**src/design/ptw_pkg.sv**
```systemverilog
`timescale 1ns / 1ps
package ptw_pkg;

	// walk_mode codes
	localparam logic [1:0] MODE_LONG  = 2'd0;
	localparam logic [1:0] MODE_SHORT = 2'd1;

	// input kind codes
	localparam logic KIND_REQUEST  = 1'b0;
	localparam logic KIND_RESPONSE = 1'b1;

	// result kind and entry size codes
	localparam logic RESULT_READ = 1'b0;
	localparam logic RESULT_DONE = 1'b1;
	localparam logic SIZE_8      = 1'b0;
	localparam logic SIZE_4      = 1'b1;

	localparam logic [1:0] WALK_MODE_RESET = 2'd2;

	localparam logic [63:0] ADDR_MASK = 64'h000F_FFFF_FFFF_F000;
	localparam logic [63:0] BASE_1G   = 64'h000F_FFFF_C000_0000;
	localparam logic [63:0] BASE_2M   = 64'h000F_FFFF_FFE0_0000;
	localparam logic [63:0] OFFS_1G   = 64'h0000_0000_3FFF_FFFF;
	localparam logic [63:0] OFFS_2M   = 64'h0000_0000_001F_FFFF;
	localparam logic [63:0] OFFS_4K   = 64'h0000_0000_0000_0FFF;
	localparam logic [31:0] BASE32    = 32'hFFFF_F000;
	localparam logic [16:0] CANON_HIGH = 17'h1FFFF;

	localparam int BIT_P  = 0;
	localparam int BIT_PS = 7;

	// classified item passed from front to back
	typedef struct packed {
		logic        is_req;
		logic        start_short;
		logic        fallback;
		logic        canon_ok;
		logic [63:0] va;
		logic [63:0] root;
		logic [63:0] entry;
		logic        failed;
	} ptw_item_t;

	typedef struct packed {
		logic        result_kind;
		logic [63:0] entry_address;
		logic        entry_size;
		logic [63:0] physical_address;
		logic        fault;
	} ptw_result_t;

endpackage

```
**src/design/ptw_front.sv**
```systemverilog
`timescale 1ns / 1ps
module ptw_front (
	input  logic                 clk,
	input  logic                 arst_n,
	input  logic                 cfg_we,
	input  logic [1:0]           cfg_wdata,
	input  logic                 kind,
	input  logic [63:0]          virtual_address,
	input  logic [63:0]          table_root,
	input  logic [63:0]          entry_data,
	input  logic                 read_failed,
	output ptw_pkg::ptw_item_t   item
);

	logic [1:0]  walk_mode_q;
	logic [16:0] top_bits;

	always_ff @(posedge clk or negedge arst_n) begin
		if (!arst_n) begin
			walk_mode_q <= ptw_pkg::WALK_MODE_RESET;
		end else if (cfg_we) begin
			walk_mode_q <= cfg_wdata;
		end
	end

	assign top_bits = virtual_address[63:47];

	// classify: decode mode at request time and check the address form
	always_comb begin
		item.is_req      = (kind == ptw_pkg::KIND_REQUEST);
		item.start_short = (walk_mode_q == ptw_pkg::MODE_SHORT);
		item.fallback    = (walk_mode_q != ptw_pkg::MODE_LONG);
		item.canon_ok    = (top_bits == 17'd0) || (top_bits == ptw_pkg::CANON_HIGH);
		item.va          = virtual_address;
		item.root        = table_root;
		item.entry       = entry_data;
		item.failed      = read_failed;
	end

endmodule

```
**src/design/ptw_queue.sv**
```systemverilog
`timescale 1ns / 1ps
module ptw_queue #(
	parameter int DEPTH = 2
) (
	input  logic                 clk,
	input  logic                 arst_n,
	input  logic                 push,
	input  ptw_pkg::ptw_item_t   push_item,
	input  logic                 pop,
	output logic                 empty,
	output logic                 full,
	output ptw_pkg::ptw_item_t   head
);

	localparam int PW = (DEPTH > 1) ? $clog2(DEPTH) : 1;
	localparam int CW = $clog2(DEPTH + 1);
	localparam logic [PW-1:0] LAST = PW'(DEPTH - 1);

	ptw_pkg::ptw_item_t mem_q [DEPTH];
	logic [PW-1:0] wr_ptr_q;
	logic [PW-1:0] rd_ptr_q;
	logic [CW-1:0] count_q;

	assign empty = (count_q == '0);
	assign full  = (count_q == CW'(DEPTH));
	assign head  = mem_q[rd_ptr_q];

	always_ff @(posedge clk) begin
		if (push) begin
			mem_q[wr_ptr_q] <= push_item;
		end
	end

	always_ff @(posedge clk or negedge arst_n) begin
		if (!arst_n) begin
			wr_ptr_q <= '0;
			rd_ptr_q <= '0;
			count_q  <= '0;
		end else begin
			if (push) begin
				wr_ptr_q <= (wr_ptr_q == LAST) ? '0 : wr_ptr_q + 1'b1;
			end
			if (pop) begin
				rd_ptr_q <= (rd_ptr_q == LAST) ? '0 : rd_ptr_q + 1'b1;
			end
			if (push && !pop) begin
				count_q <= count_q + 1'b1;
			end else if (pop && !push) begin
				count_q <= count_q - 1'b1;
			end
		end
	end

endmodule

```
**src/design/ptw_back.sv**
```systemverilog
`timescale 1ns / 1ps
module ptw_back (
	input  logic                 clk,
	input  logic                 arst_n,
	input  logic                 q_empty,
	input  ptw_pkg::ptw_item_t   q_head,
	output logic                 q_pop,
	input  logic                 out_stall,
	output logic                 out_valid,
	output ptw_pkg::ptw_result_t res
);

	logic        busy_q;
	logic [1:0]  level_q;
	logic        short_q;
	logic        fallback_q;
	logic [63:0] held_va_q;
	logic [63:0] held_root_q;
	logic        out_valid_q;
	ptw_pkg::ptw_result_t res_q;

	logic        out_ready;
	logic        nxt_busy;
	logic [1:0]  nxt_level;
	logic        nxt_short;
	logic        nxt_fallback;
	logic        emit;
	logic        go_read;
	logic        go_short;
	logic        go_fault;
	logic        go_done;
	logic        fail_long;
	logic        bad_entry;
	logic [63:0] cur_va;
	logic [63:0] cur_root;
	logic [31:0] e32;
	logic [63:0] rd_base;
	logic [11:0] rd_off;
	logic        rd_size;
	logic [63:0] done_pa;
	ptw_pkg::ptw_result_t res_next;

	assign out_ready = !out_valid_q || !out_stall;
	assign q_pop     = !q_empty && out_ready;
	assign out_valid = out_valid_q;
	assign res       = res_q;

	assign cur_va   = q_head.is_req ? q_head.va : held_va_q;
	assign cur_root = q_head.is_req ? q_head.root : held_root_q;
	assign e32      = q_head.entry[31:0];
	assign bad_entry = q_head.failed || !q_head.entry[ptw_pkg::BIT_P];

	always_comb begin
		nxt_busy     = busy_q;
		nxt_level    = level_q;
		nxt_short    = short_q;
		nxt_fallback = fallback_q;
		go_read      = 1'b0;
		go_short     = 1'b0;
		go_fault     = 1'b0;
		go_done      = 1'b0;
		fail_long    = 1'b0;
		rd_base      = '0;
		rd_off       = '0;
		rd_size      = ptw_pkg::SIZE_8;
		done_pa      = '0;

		if (q_pop) begin
			priority if (q_head.is_req) begin
				if (q_head.start_short) begin
					go_short = 1'b1;
				end else begin
					nxt_fallback = q_head.fallback;
					if (!q_head.canon_ok) begin
						fail_long = 1'b1;
					end else begin
						// first long read from the table root
						go_read   = 1'b1;
						nxt_busy  = 1'b1;
						nxt_short = 1'b0;
						nxt_level = 2'd0;
						rd_base   = cur_root & ptw_pkg::ADDR_MASK;
						rd_off    = {cur_va[47:39], 3'b000};
					end
				end
			end else if (!busy_q) begin
				// drop stray response
			end else if (short_q) begin
				if (q_head.failed || !e32[ptw_pkg::BIT_P]) begin
					go_fault = 1'b1;
				end else if (level_q == 2'd0) begin
					go_read   = 1'b1;
					nxt_level = 2'd1;
					rd_base   = {32'd0, e32 & ptw_pkg::BASE32};
					rd_off    = {cur_va[21:12], 2'b00};
					rd_size   = ptw_pkg::SIZE_4;
				end else begin
					go_done = 1'b1;
					done_pa = {32'd0, e32 & ptw_pkg::BASE32} |
						(cur_va & ptw_pkg::OFFS_4K);
				end
			end else if (bad_entry) begin
				fail_long = 1'b1;
			end else begin
				unique case (level_q)
					2'd0: begin
						go_read   = 1'b1;
						nxt_level = 2'd1;
						rd_base   = q_head.entry & ptw_pkg::ADDR_MASK;
						rd_off    = {cur_va[38:30], 3'b000};
					end
					2'd1: begin
						if (q_head.entry[ptw_pkg::BIT_PS]) begin
							go_done = 1'b1;
							done_pa = (q_head.entry & ptw_pkg::BASE_1G) |
								(cur_va & ptw_pkg::OFFS_1G);
						end else begin
							go_read   = 1'b1;
							nxt_level = 2'd2;
							rd_base   = q_head.entry & ptw_pkg::ADDR_MASK;
							rd_off    = {cur_va[29:21], 3'b000};
						end
					end
					2'd2: begin
						if (q_head.entry[ptw_pkg::BIT_PS]) begin
							go_done = 1'b1;
							done_pa = (q_head.entry & ptw_pkg::BASE_2M) |
								(cur_va & ptw_pkg::OFFS_2M);
						end else begin
							go_read   = 1'b1;
							nxt_level = 2'd3;
							rd_base   = q_head.entry & ptw_pkg::ADDR_MASK;
							rd_off    = {cur_va[20:12], 3'b000};
						end
					end
					default: begin
						go_done = 1'b1;
						done_pa = (q_head.entry & ptw_pkg::ADDR_MASK) |
							(cur_va & ptw_pkg::OFFS_4K);
					end
				endcase
			end

			// a long-walk fault falls back to the short walk when allowed
			if (fail_long) begin
				if (q_head.is_req ? q_head.fallback : fallback_q) begin
					go_short = 1'b1;
				end else begin
					go_fault = 1'b1;
				end
			end

			if (go_short) begin
				go_read      = 1'b1;
				nxt_busy     = 1'b1;
				nxt_short    = 1'b1;
				nxt_fallback = 1'b0;
				nxt_level    = 2'd0;
				rd_base      = {32'd0, cur_root[31:0] & ptw_pkg::BASE32};
				rd_off       = {cur_va[31:22], 2'b00};
				rd_size      = ptw_pkg::SIZE_4;
			end
			if (go_fault) begin
				nxt_fallback = 1'b0;
			end
			if (go_fault || go_done) begin
				nxt_busy  = 1'b0;
				nxt_level = 2'd0;
			end
		end
	end

	assign emit = go_read || go_fault || go_done;

	always_comb begin
		res_next = '0;
		if (go_read) begin
			res_next.result_kind   = ptw_pkg::RESULT_READ;
			res_next.entry_address = rd_base + {52'd0, rd_off};
			res_next.entry_size    = rd_size;
		end else begin
			res_next.result_kind      = ptw_pkg::RESULT_DONE;
			res_next.physical_address = go_fault ? 64'd0 : done_pa;
			res_next.fault            = go_fault;
		end
	end

	always_ff @(posedge clk) begin
		if (q_pop && q_head.is_req) begin
			held_va_q   <= q_head.va;
			held_root_q <= q_head.root;
		end
		if (out_ready && emit) begin
			res_q <= res_next;
		end
	end

	always_ff @(posedge clk or negedge arst_n) begin
		if (!arst_n) begin
			busy_q      <= 1'b0;
			level_q     <= 2'd0;
			short_q     <= 1'b0;
			fallback_q  <= 1'b0;
			out_valid_q <= 1'b0;
		end else begin
			busy_q     <= nxt_busy;
			level_q    <= nxt_level;
			short_q    <= nxt_short;
			fallback_q <= nxt_fallback;
			if (out_ready) begin
				out_valid_q <= emit;
			end
		end
	end

endmodule

```
**src/design/page_table_walker.sv**
```systemverilog
`timescale 1ns / 1ps
// Page table walker for four-level 64-bit and two-level 32-bit tables.
// Input channel (in_valid / in_stall): kind 0 starts a translation from
// virtual_address and table_root; kind 1 returns an entry read with
// entry_data and read_failed. A transfer happens when in_valid is high and
// in_stall is low. Each transfer yields at most one result.
// Output channel (out_valid / out_stall): result_kind 0 asks for an entry
// read at entry_address (entry_size 0 = 8 bytes, 1 = 4 bytes); result_kind
// 1 ends the walk with physical_address, or fault set and address 0.
// Configuration: cfg_we writes walk_mode from cfg_wdata (0 long, 1 short,
// 2 or 3 long with short fallback); write it only while the walker is idle.
// Timing: the front classifies an item and pushes it into a small queue in
// the transfer cycle; the back pops one item a cycle, unless the output
// stalls, and registers its result, so one item per cycle is sustained;
// a result passes the queue and then the result register. The back's single
// state update per item sets that rate. When out_stall holds, the result
// register holds, the queue fills and in_stall rises once it is full.
// Reset clears the walk state and the queue and sets walk_mode to 2.
module page_table_walker #(
	parameter int QUEUE_DEPTH = 2
) (
	input  logic        clk,
	input  logic        arst_n,
	input  logic        cfg_we,
	input  logic [1:0]  cfg_wdata,
	input  logic        in_valid,
	output logic        in_stall,
	input  logic        kind,
	input  logic [63:0] virtual_address,
	input  logic [63:0] table_root,
	input  logic [63:0] entry_data,
	input  logic        read_failed,
	output logic        out_valid,
	input  logic        out_stall,
	output logic        result_kind,
	output logic [63:0] entry_address,
	output logic        entry_size,
	output logic [63:0] physical_address,
	output logic        fault
);

	ptw_pkg::ptw_item_t   front_item;
	ptw_pkg::ptw_item_t   q_head;
	ptw_pkg::ptw_result_t res;
	logic                 q_empty;
	logic                 q_full;
	logic                 q_pop;
	logic                 push;

	// advance an input transfer straight into the queue
	assign in_stall = q_full;
	assign push     = in_valid && !q_full;

	ptw_front u_front (
		.clk             (clk),
		.arst_n          (arst_n),
		.cfg_we          (cfg_we),
		.cfg_wdata       (cfg_wdata),
		.kind            (kind),
		.virtual_address (virtual_address),
		.table_root      (table_root),
		.entry_data      (entry_data),
		.read_failed     (read_failed),
		.item            (front_item)
	);

	ptw_queue #(
		.DEPTH (QUEUE_DEPTH)
	) u_queue (
		.clk       (clk),
		.arst_n    (arst_n),
		.push      (push),
		.push_item (front_item),
		.pop       (q_pop),
		.empty     (q_empty),
		.full      (q_full),
		.head      (q_head)
	);

	ptw_back u_back (
		.clk       (clk),
		.arst_n    (arst_n),
		.q_empty   (q_empty),
		.q_head    (q_head),
		.q_pop     (q_pop),
		.out_stall (out_stall),
		.out_valid (out_valid),
		.res       (res)
	);

	assign result_kind      = res.result_kind;
	assign entry_address    = res.entry_address;
	assign entry_size       = res.entry_size;
	assign physical_address = res.physical_address;
	assign fault            = res.fault;

endmodule
```
**config.mk**
```make
export PLATFORM = sky130hd
export DESIGN_NAME = page_table_walker
export DESIGN_NICKNAME = d
export VERILOG_FILES = /design/src/design/ptw_pkg.sv /design/src/design/ptw_front.sv /design/src/design/ptw_queue.sv /design/src/design/ptw_back.sv /design/src/design/page_table_walker.sv
export SDC_FILE = /design/constraint.sdc
export NUM_CORES = 1
export LEC_CHECK = 0
export BUFFER_PORTS_ARGS = -buffer_cell sky130_fd_sc_hd__buf_2
export CAP_MARGIN = 20
export CORE_AREA = 2 2 185 187
export DETAILED_ROUTE_END_ITERATION = 10
export DIE_AREA = 0 0 187 189
export GPL_TIMING_DRIVEN = 0
export PLACE_DENSITY = 0.9
export SLEW_MARGIN = 20
export SYNTH_ARGS = -nofsm -noshare
export SYNTH_HDL_FRONTEND = slang
export SYNTH_SLANG_ARGS = --single-unit
```
**constraint.sdc**
```tcl
create_clock -name clk -period 9.29 [get_ports clk]
set_input_delay 1.858 -clock clk [delete_from_list [all_inputs] [get_ports clk]]
set_output_delay 1.858 -clock clk [all_outputs]
set_load 0.02 [all_outputs]
```
; ---- Word-level counts from Yosys, hierarchy flattened
; Memories as Yosys holds them, arrays and structs flattened.
; Index checks and enable logic that the tools add are counted.
[word_totals]
ff_bits = 243
ramBits = 394
inputBits = 201
out_inout_bits = 133
word_cells = 194
mem_count = 1
[memory_table]
columns = memory, words, width, rd, rd_ports_with_merged_regs, wr, line
row1 = u_queue.mem_q, 2, 197, 1, 0, 1, ptw_queue.sv:19  ; ptw_pkg::ptw_item_t mem_q [DEPTH];
[op_classes]
add_sub_neg = 5
eq_ne = 14
muxes = 113
bitwise = 7
reduce_logical = 38
[op_table]
columns = operator, count
row1 = $mux 64, 14
row2 = $pmux 64 s3, 1
row3 = $mux 52, 3
row4 = $mux 12, 12
row5 = $pmux 64 s2, 1
row6 = $add 64x12->64, 1
row7 = $mux 1, 62
row8 = $or 52x12->52, 1
row9 = $or 52x21->52, 1
row10 = $or 52x30->52, 1
row11 = $mux 48, 1
row12 = $pmux 12 s3, 1
row13 = $mux 32, 1
row14 = $or 32x12->32, 1
row15 = $mux 2, 14
row16 = $eq 17x17->1 const B, 1
row17 = $logic_not 17->1, 1
row18 = $ne 6x2->1 const B, 2
row19 = $reduce_and 9->1, 1
row20 = $reduce_bool 3->1, 3
row21 = $ne 4x4->1 const B, 2
row22 = $reduce_and 4->1, 2
row23 = $reduce_bool 2->1, 4
row24 = $logic_not 1->1, 7
row25 = 21 further kinds, 39

; ---- Logic depth before layout (Yosys ltp)
; An unclocked memory read counts as a cell.
[depth]
ltp_word = 15
mapped_depth = 10

; ---- By module
; Synthesis repeated with hierarchy kept, for this count alone.
[hier_totals]
hier_cells = 1455
hier_area_um2 = 24435.9
[modules_own_cells]
columns = module, instances, cells_per_inst, area_per_inst_um2, seq_area_each_um2
row1 = ptw_queue, 1, 629, 14819.2, 11931.4
row2 = ptw_back, 1, 613, 7965.1, 5074.9
row3 = ptw_front, 1, 212, 1637.8, 51.3
row4 = page_table_walker, 1, 1, 13.8, 0.0

; ---- Least setup slack after synthesis
; Ideal clock, no wire load.
[synth_path]
path_type = input to register
startpoint = input in_valid
endpoint = memory u_queue.mem_q[0][0] in the netlist's numbering, enable pin
setup_ps = 631
t_arrival_ps = 7555
t_required_ps = 8659
path_slack_ps = 1105
path_stages = 2
path_buffers = 0
cell_sequence = nand2_1 nor2_1
[synth_via]
elab_chain_len = 3
[synth_rtl]
columns = item, line
row1 = "start, declared", page_table_walker.sv:26  ; input logic in_valid,
row2 = $logic_and 1x1->1, page_table_walker.sv:52  ; assign push = in_valid && !q_full;
row3 = $mux 1, ptw_queue.sv:29  ; if (push) begin
row4 = $mux 1 (not written as such), ptw_queue.sv:30  ; mem_q[wr_ptr_q] <= push_item;
row5 = "end, declared", ptw_queue.sv:19
; Every way passes these cells.

; ---- Final worst setup path
[layout_path]
startpoint = input out_stall
endpoint = register u_back.res_q, in the netlist u_back.res[46], data pin
[layout_via]
elab_chain_len = 5
word_cells_on_any_way = 7
cone_classes = 2 x mux / 1 x bitwise / 4 x reduce/logical
[layout_rtl]
columns = item, line
row1 = "start, declared", page_table_walker.sv:34  ; input logic out_stall,
row2 = $logic_not 1->1 *, ptw_back.sv:43  ; assign out_ready = !out_valid_q || !out_stall;
row3 = $logic_or 1x1->1 *, ptw_back.sv:43
row4 = $logic_and 1x1->1 *, ptw_back.sv:44  ; assign q_pop = !q_empty && out_ready;
row5 = $mux 1 or $not 1->1 (tied branches), -
row6 = $reduce_or 5->1 (no line) *, -
row7 = "end signal, assigned", ptw_back.sv:194  ; res_q <= res_next;
row8 = "end, declared", ptw_back.sv:20  ; ptw_pkg::ptw_result_t res_q;
; Every way passes the cells marked *; elsewhere a longest branch is shown, timed or not.
; A chain may end at the register's enable or synchronous reset.

==> impl_results.md <==
- Status: finished, final reports clean
- Worst hold endpoint: u_queue.count_q[1]$_DFFE_PN0P_
- Fin util: 66.9%
- Clock Pin Slew Worst Setup and Hold Paths: 60 ps
- Post-Route Skew: 13.9 ps
- Mapped cell area: 18400 sq um
- Final Hold Vio Count: 0
- Total track usage: 25.9%
- Initial DRC count: 1225
- Tcrit/Tclk final: 39.0%
- Slew HR: 28.0%
- Min-delay src: u_queue.count_q[1]$_DFFE_PN0P_
- HP Class: flip-flop to flip-flop
- Initial antenna violation count: 6
- Max Cap Violations: 0
- Pin count of the biggest net entering global routing: 53
- Sequential share of power: 41.3%
- CORE AREA: 33300 sq um
- Max stage delay on crit path: 550 ps
- Root Buffer: clkbuf_16
- Clock share of power: 22.9%
- Power per cell area: 358 nW/um^2
- Mean Syn Cell Area: 15.7 sq um
- Worst Hold Path Cells: 1
- Reg-to-reg critical path endpoint: u_back.res[70]$_SDFFCE_PN0P_
- Post-route DRC: 0
- First-pass GRT wire length: 69200 um
- Initial Utilization: 55.4%
- Die X: 187 um
- Synth-to-layout area growth: 20.8%
- Netlist cell types: 61
- HPWL after DPL: 32600 um
- Clock latency at the later pin of the worst-skew pair: 560 ps
- Vias post-DR: 12000
- EDFF count, synth: 434
- CP required: 9670 ps
- Post-CTS Setup Bufs: 0
- Fraction of registers with async set/reset: 2.69%
- CP endpoint kind: flip-flop
- Post-cts hold buffer count: 0
- Worst Setup Start Kind: primary input
- Max Fanout on Critical Path: 10
- Critical Path Slowest Stage Cell: nor4b_4
- Crit path top cell by count: buf_2
- Drt pass-1 iters: 6
- H-Tree Depth: 2
- Final setup viols: 0
- P_int: 5.09 mW
- Die area: 35300 sq um
- Row Count: 67
- Psw: 2.89 mW
- Top Ports: 334
- Total grt overflow: 0
- GPL Wtd Cong: 0.896
- FF-to-FF path depth: 9
- Max clock buf depth: 3
- R2R setup slack: 5770 ps
- Cells after Synth: 1175
- Cell family with most CP delay: simple AND/OR/NAND/NOR gates
- Most used DFF post-synth: edfxtp_1
- Final #Nets: 1730
- Total power: 7.98 mW
- Yosys warnings: 0
- CTS tree: yes
- Final ANT Viol Nets: 0
- VDD IR max: 0.290 mV
- Critical path arrival: 4010 ps
- #FFs+latches synth: 446
- Sw frac: 36.2%
- Final Max Tran Viols: 0
- Final WL: 46800 um
- Seq/Total Area, Yosys: 72.4%
- Least-Margin Pin Slew: 1070 ps
- Comb pwr share: 35.9%
- Vias in the first global route: 11900
- Clock Sinks: 446
- Fmax: 276 MHz
- Tmin final: 3630 ps
- Die span in y: 189 um
- Share of cells above drive strength 1: 33.5%
- Vias/cell: 5.98
- Unrepaired setup endpoints after global routing: false
- WP buf/inv: 3
- Crit Path Class: primary input to flip-flop
- DR WL/cell: 23.3 um
- Leak pwr: 8.27 nW
- Number of I/O port buffers: 261
- Post-CTS sizing: 0
- R2r startpoint: u_back.level_q[0]$_DFFE_PN0P_
- TritonCTS buffer count: 46
- Worst path cell trace: buf_2 > nand2_1 > o21a_1 > inv_1 > nor4b_4 > o211ai_2 > buf_2 > nor2_1
-- sequential cells by signal, indices dropped and copies added (netlist names) --
signal,flops
u_back.held_va_q,39
u_back.res,105
u_back.held_root_q,20
u_back.level_q,2
u_queue.mem_q,270
u_back.short_q,1
u_back.busy_q,1
u_queue.count_q,2
u_front.walk_mode_q,2
u_back.out_valid,1
u_back.fallback_q,1
u_queue.rd_ptr_q,1
u_queue.wr_ptr_q,1
-- worst reg2reg max path, cell delays in order, from the launching register on --
cell and delay, ps:
dfrtp_1 430, inv_1 100, ha_1 340, nor2b_1 180, a21oi_1 280, or3_1 200, nand2_1 130, o21ai_1 570
clkbuf_1 700, a21oi_1 260
-- layout make-up --
cell class / count / area, sq um
Antenna cell: 3 / 7.51
Buffer: 96 / 497
Clock buffer: 57 / 1230
Clock inverter: 28 / 274
Fill cell: 2237 / 11000
Inverter: 26 / 97.6
Multi-Input combinational cell: 632 / 4610
Sequential cell: 446 / 13300
Tap cell: 448 / 561
Timing Repair Buffer: 275 / 1650
-- through the flow --
step                      hold slack [ps]  area [sq um]  worst slack [ps]  TNS, ps  cells
final                                 524         22300              5660        0   2011
after global routing                  547         22300              5570        0   2010
after CTS                             526         22300              5680        0   2008
after detailed placement              509         20700              5150        0   1923
after global placement                478         20400             -2320  -310920   1909
after floorplan                       461         18500              1100        0   1200
-- power by group through the flow --
| stage | logic [mW] | clock network, mW | registers (mW) |
|---|---|---|---|
| 6_report | 2.86 | 1.82 | 3.29 |
| 5_1_grt | 3.00 | 1.92 | 3.34 |
| 4_1_cts | 2.83 | 1.84 | 3.29 |
| 3_5_place_dp | 2.81 | 0 | 3.31 |
| 3_3_place_gp | 2.52 | 0 | 3.46 |
| 2_1_floorplan | 1.37 | 0 | 3.68 |
-- synth_stat cells, drive strengths merged, types with 2 or more instances --
cell type,n,share of area (%)
a211oi,9,0.37
a21oi,29,0.79
a222oi,7,0.38
a22o,16,0.76
a22oi,35,1.4
a31oi,8,0.27
a32o,2,0.11
a32oi,17,0.81
and2,24,0.81
and3,3,0.10
buf,60,2.0
clkbuf,36,0.73
dfrtp,11,1.5
edfxtp,434,71
ha,6,0.41
inv,26,0.53
mux2,109,6.7
mux2i,67,3.7
nand2,65,1.3
nand2b,4,0.14
nand3,5,0.16
nand4,15,0.51
nor2,68,1.4
nor2b,12,0.41
nor3,4,0.11
nor3b,2,0.14
nor4,6,0.24
nor4b,2,0.18
o211a,2,0.11
o211ai,4,0.19
o21a,2,0.081
o21ai,31,0.84
o22ai,27,0.92
o31ai,4,0.16
or2,2,0.068
or3,5,0.17
xnor2,3,0.14
xor2,2,0.095
-- cell families (layout without fill, tap and decap cells) --
group                      after synthesis  after routing  share of synthesized area (%)
DFF                                    446            446                           72.4
adders and majority gates                6              6                          0.407
buffers and inverters                  122            482                           3.23
and+or+nand+nor                        221            221                           5.95
muxes                                  176            176                           10.3
xor gates and xnor gates                 5              5                          0.238
other                                    1             29                         0.0203
AOI/OAI and AO/OA                      198            198                           7.46
-- how the worst max path moves through the flow --
| stage | endpoint | from | depth (start not counted) |
|---|---|---|---|
| after global routing | u_back.res[46]$_SDFFCE_PP0P_ | out_stall | 8 |
| final | u_back.res[46]$_SDFFCE_PP0P_ | out_stall | 8 |
| after global placement | u_queue.mem_q[0][105]$_DFFE_PP_ | in_valid | 3 |
| after floorplan | u_queue.mem_q[0][0]$_DFFE_PP_ | in_valid | 2 |
| after detailed placement | u_back.res[46]$_SDFFCE_PP0P_ | out_stall | 8 |
| after CTS | u_back.res[46]$_SDFFCE_PP0P_ | out_stall | 8 |
-- cell usage in the layout, fill, tap and decap left out, types with 5 or more instances in the layout --
cell and n:
edfxtp_1 434, buf_2 289, mux2_2 108, mux2i_1 66, nor2_1 66, nand2_1 64
clkbuf_16 47, clkbuf_1 44, a22oi_1 35, a21oi_1 29, buf_4 27, o22ai_1 27
o21ai_0 27, inv_1 26, conb_1 26, and2_1 24, a32oi_1 17, a22o_1 16
nand4_1 15, nor2b_1 12, dfrtp_1 11, a211oi_1 9, a31oi_1 8, clkinv_2 8
buf_16 8, a222oi_1 7, ha_1 6, clkinvlp_4 6, clkinv_1 6, buf_12 6
buf_1 5, or3_1 5, nor4_1 5
-- layer usage --
layer / track usage, % / vias to the layer above / wire (um)
met1: 33.9 / 5828 / 17700
met5: 0 / - / 51
met4: 11.4 / 8 / 1860
met2: 42.9 / 827 / 22700
li1: - / 5230 / -
met3: 4.54 / 134 / 4410
(Power assumes the default switching activity.)
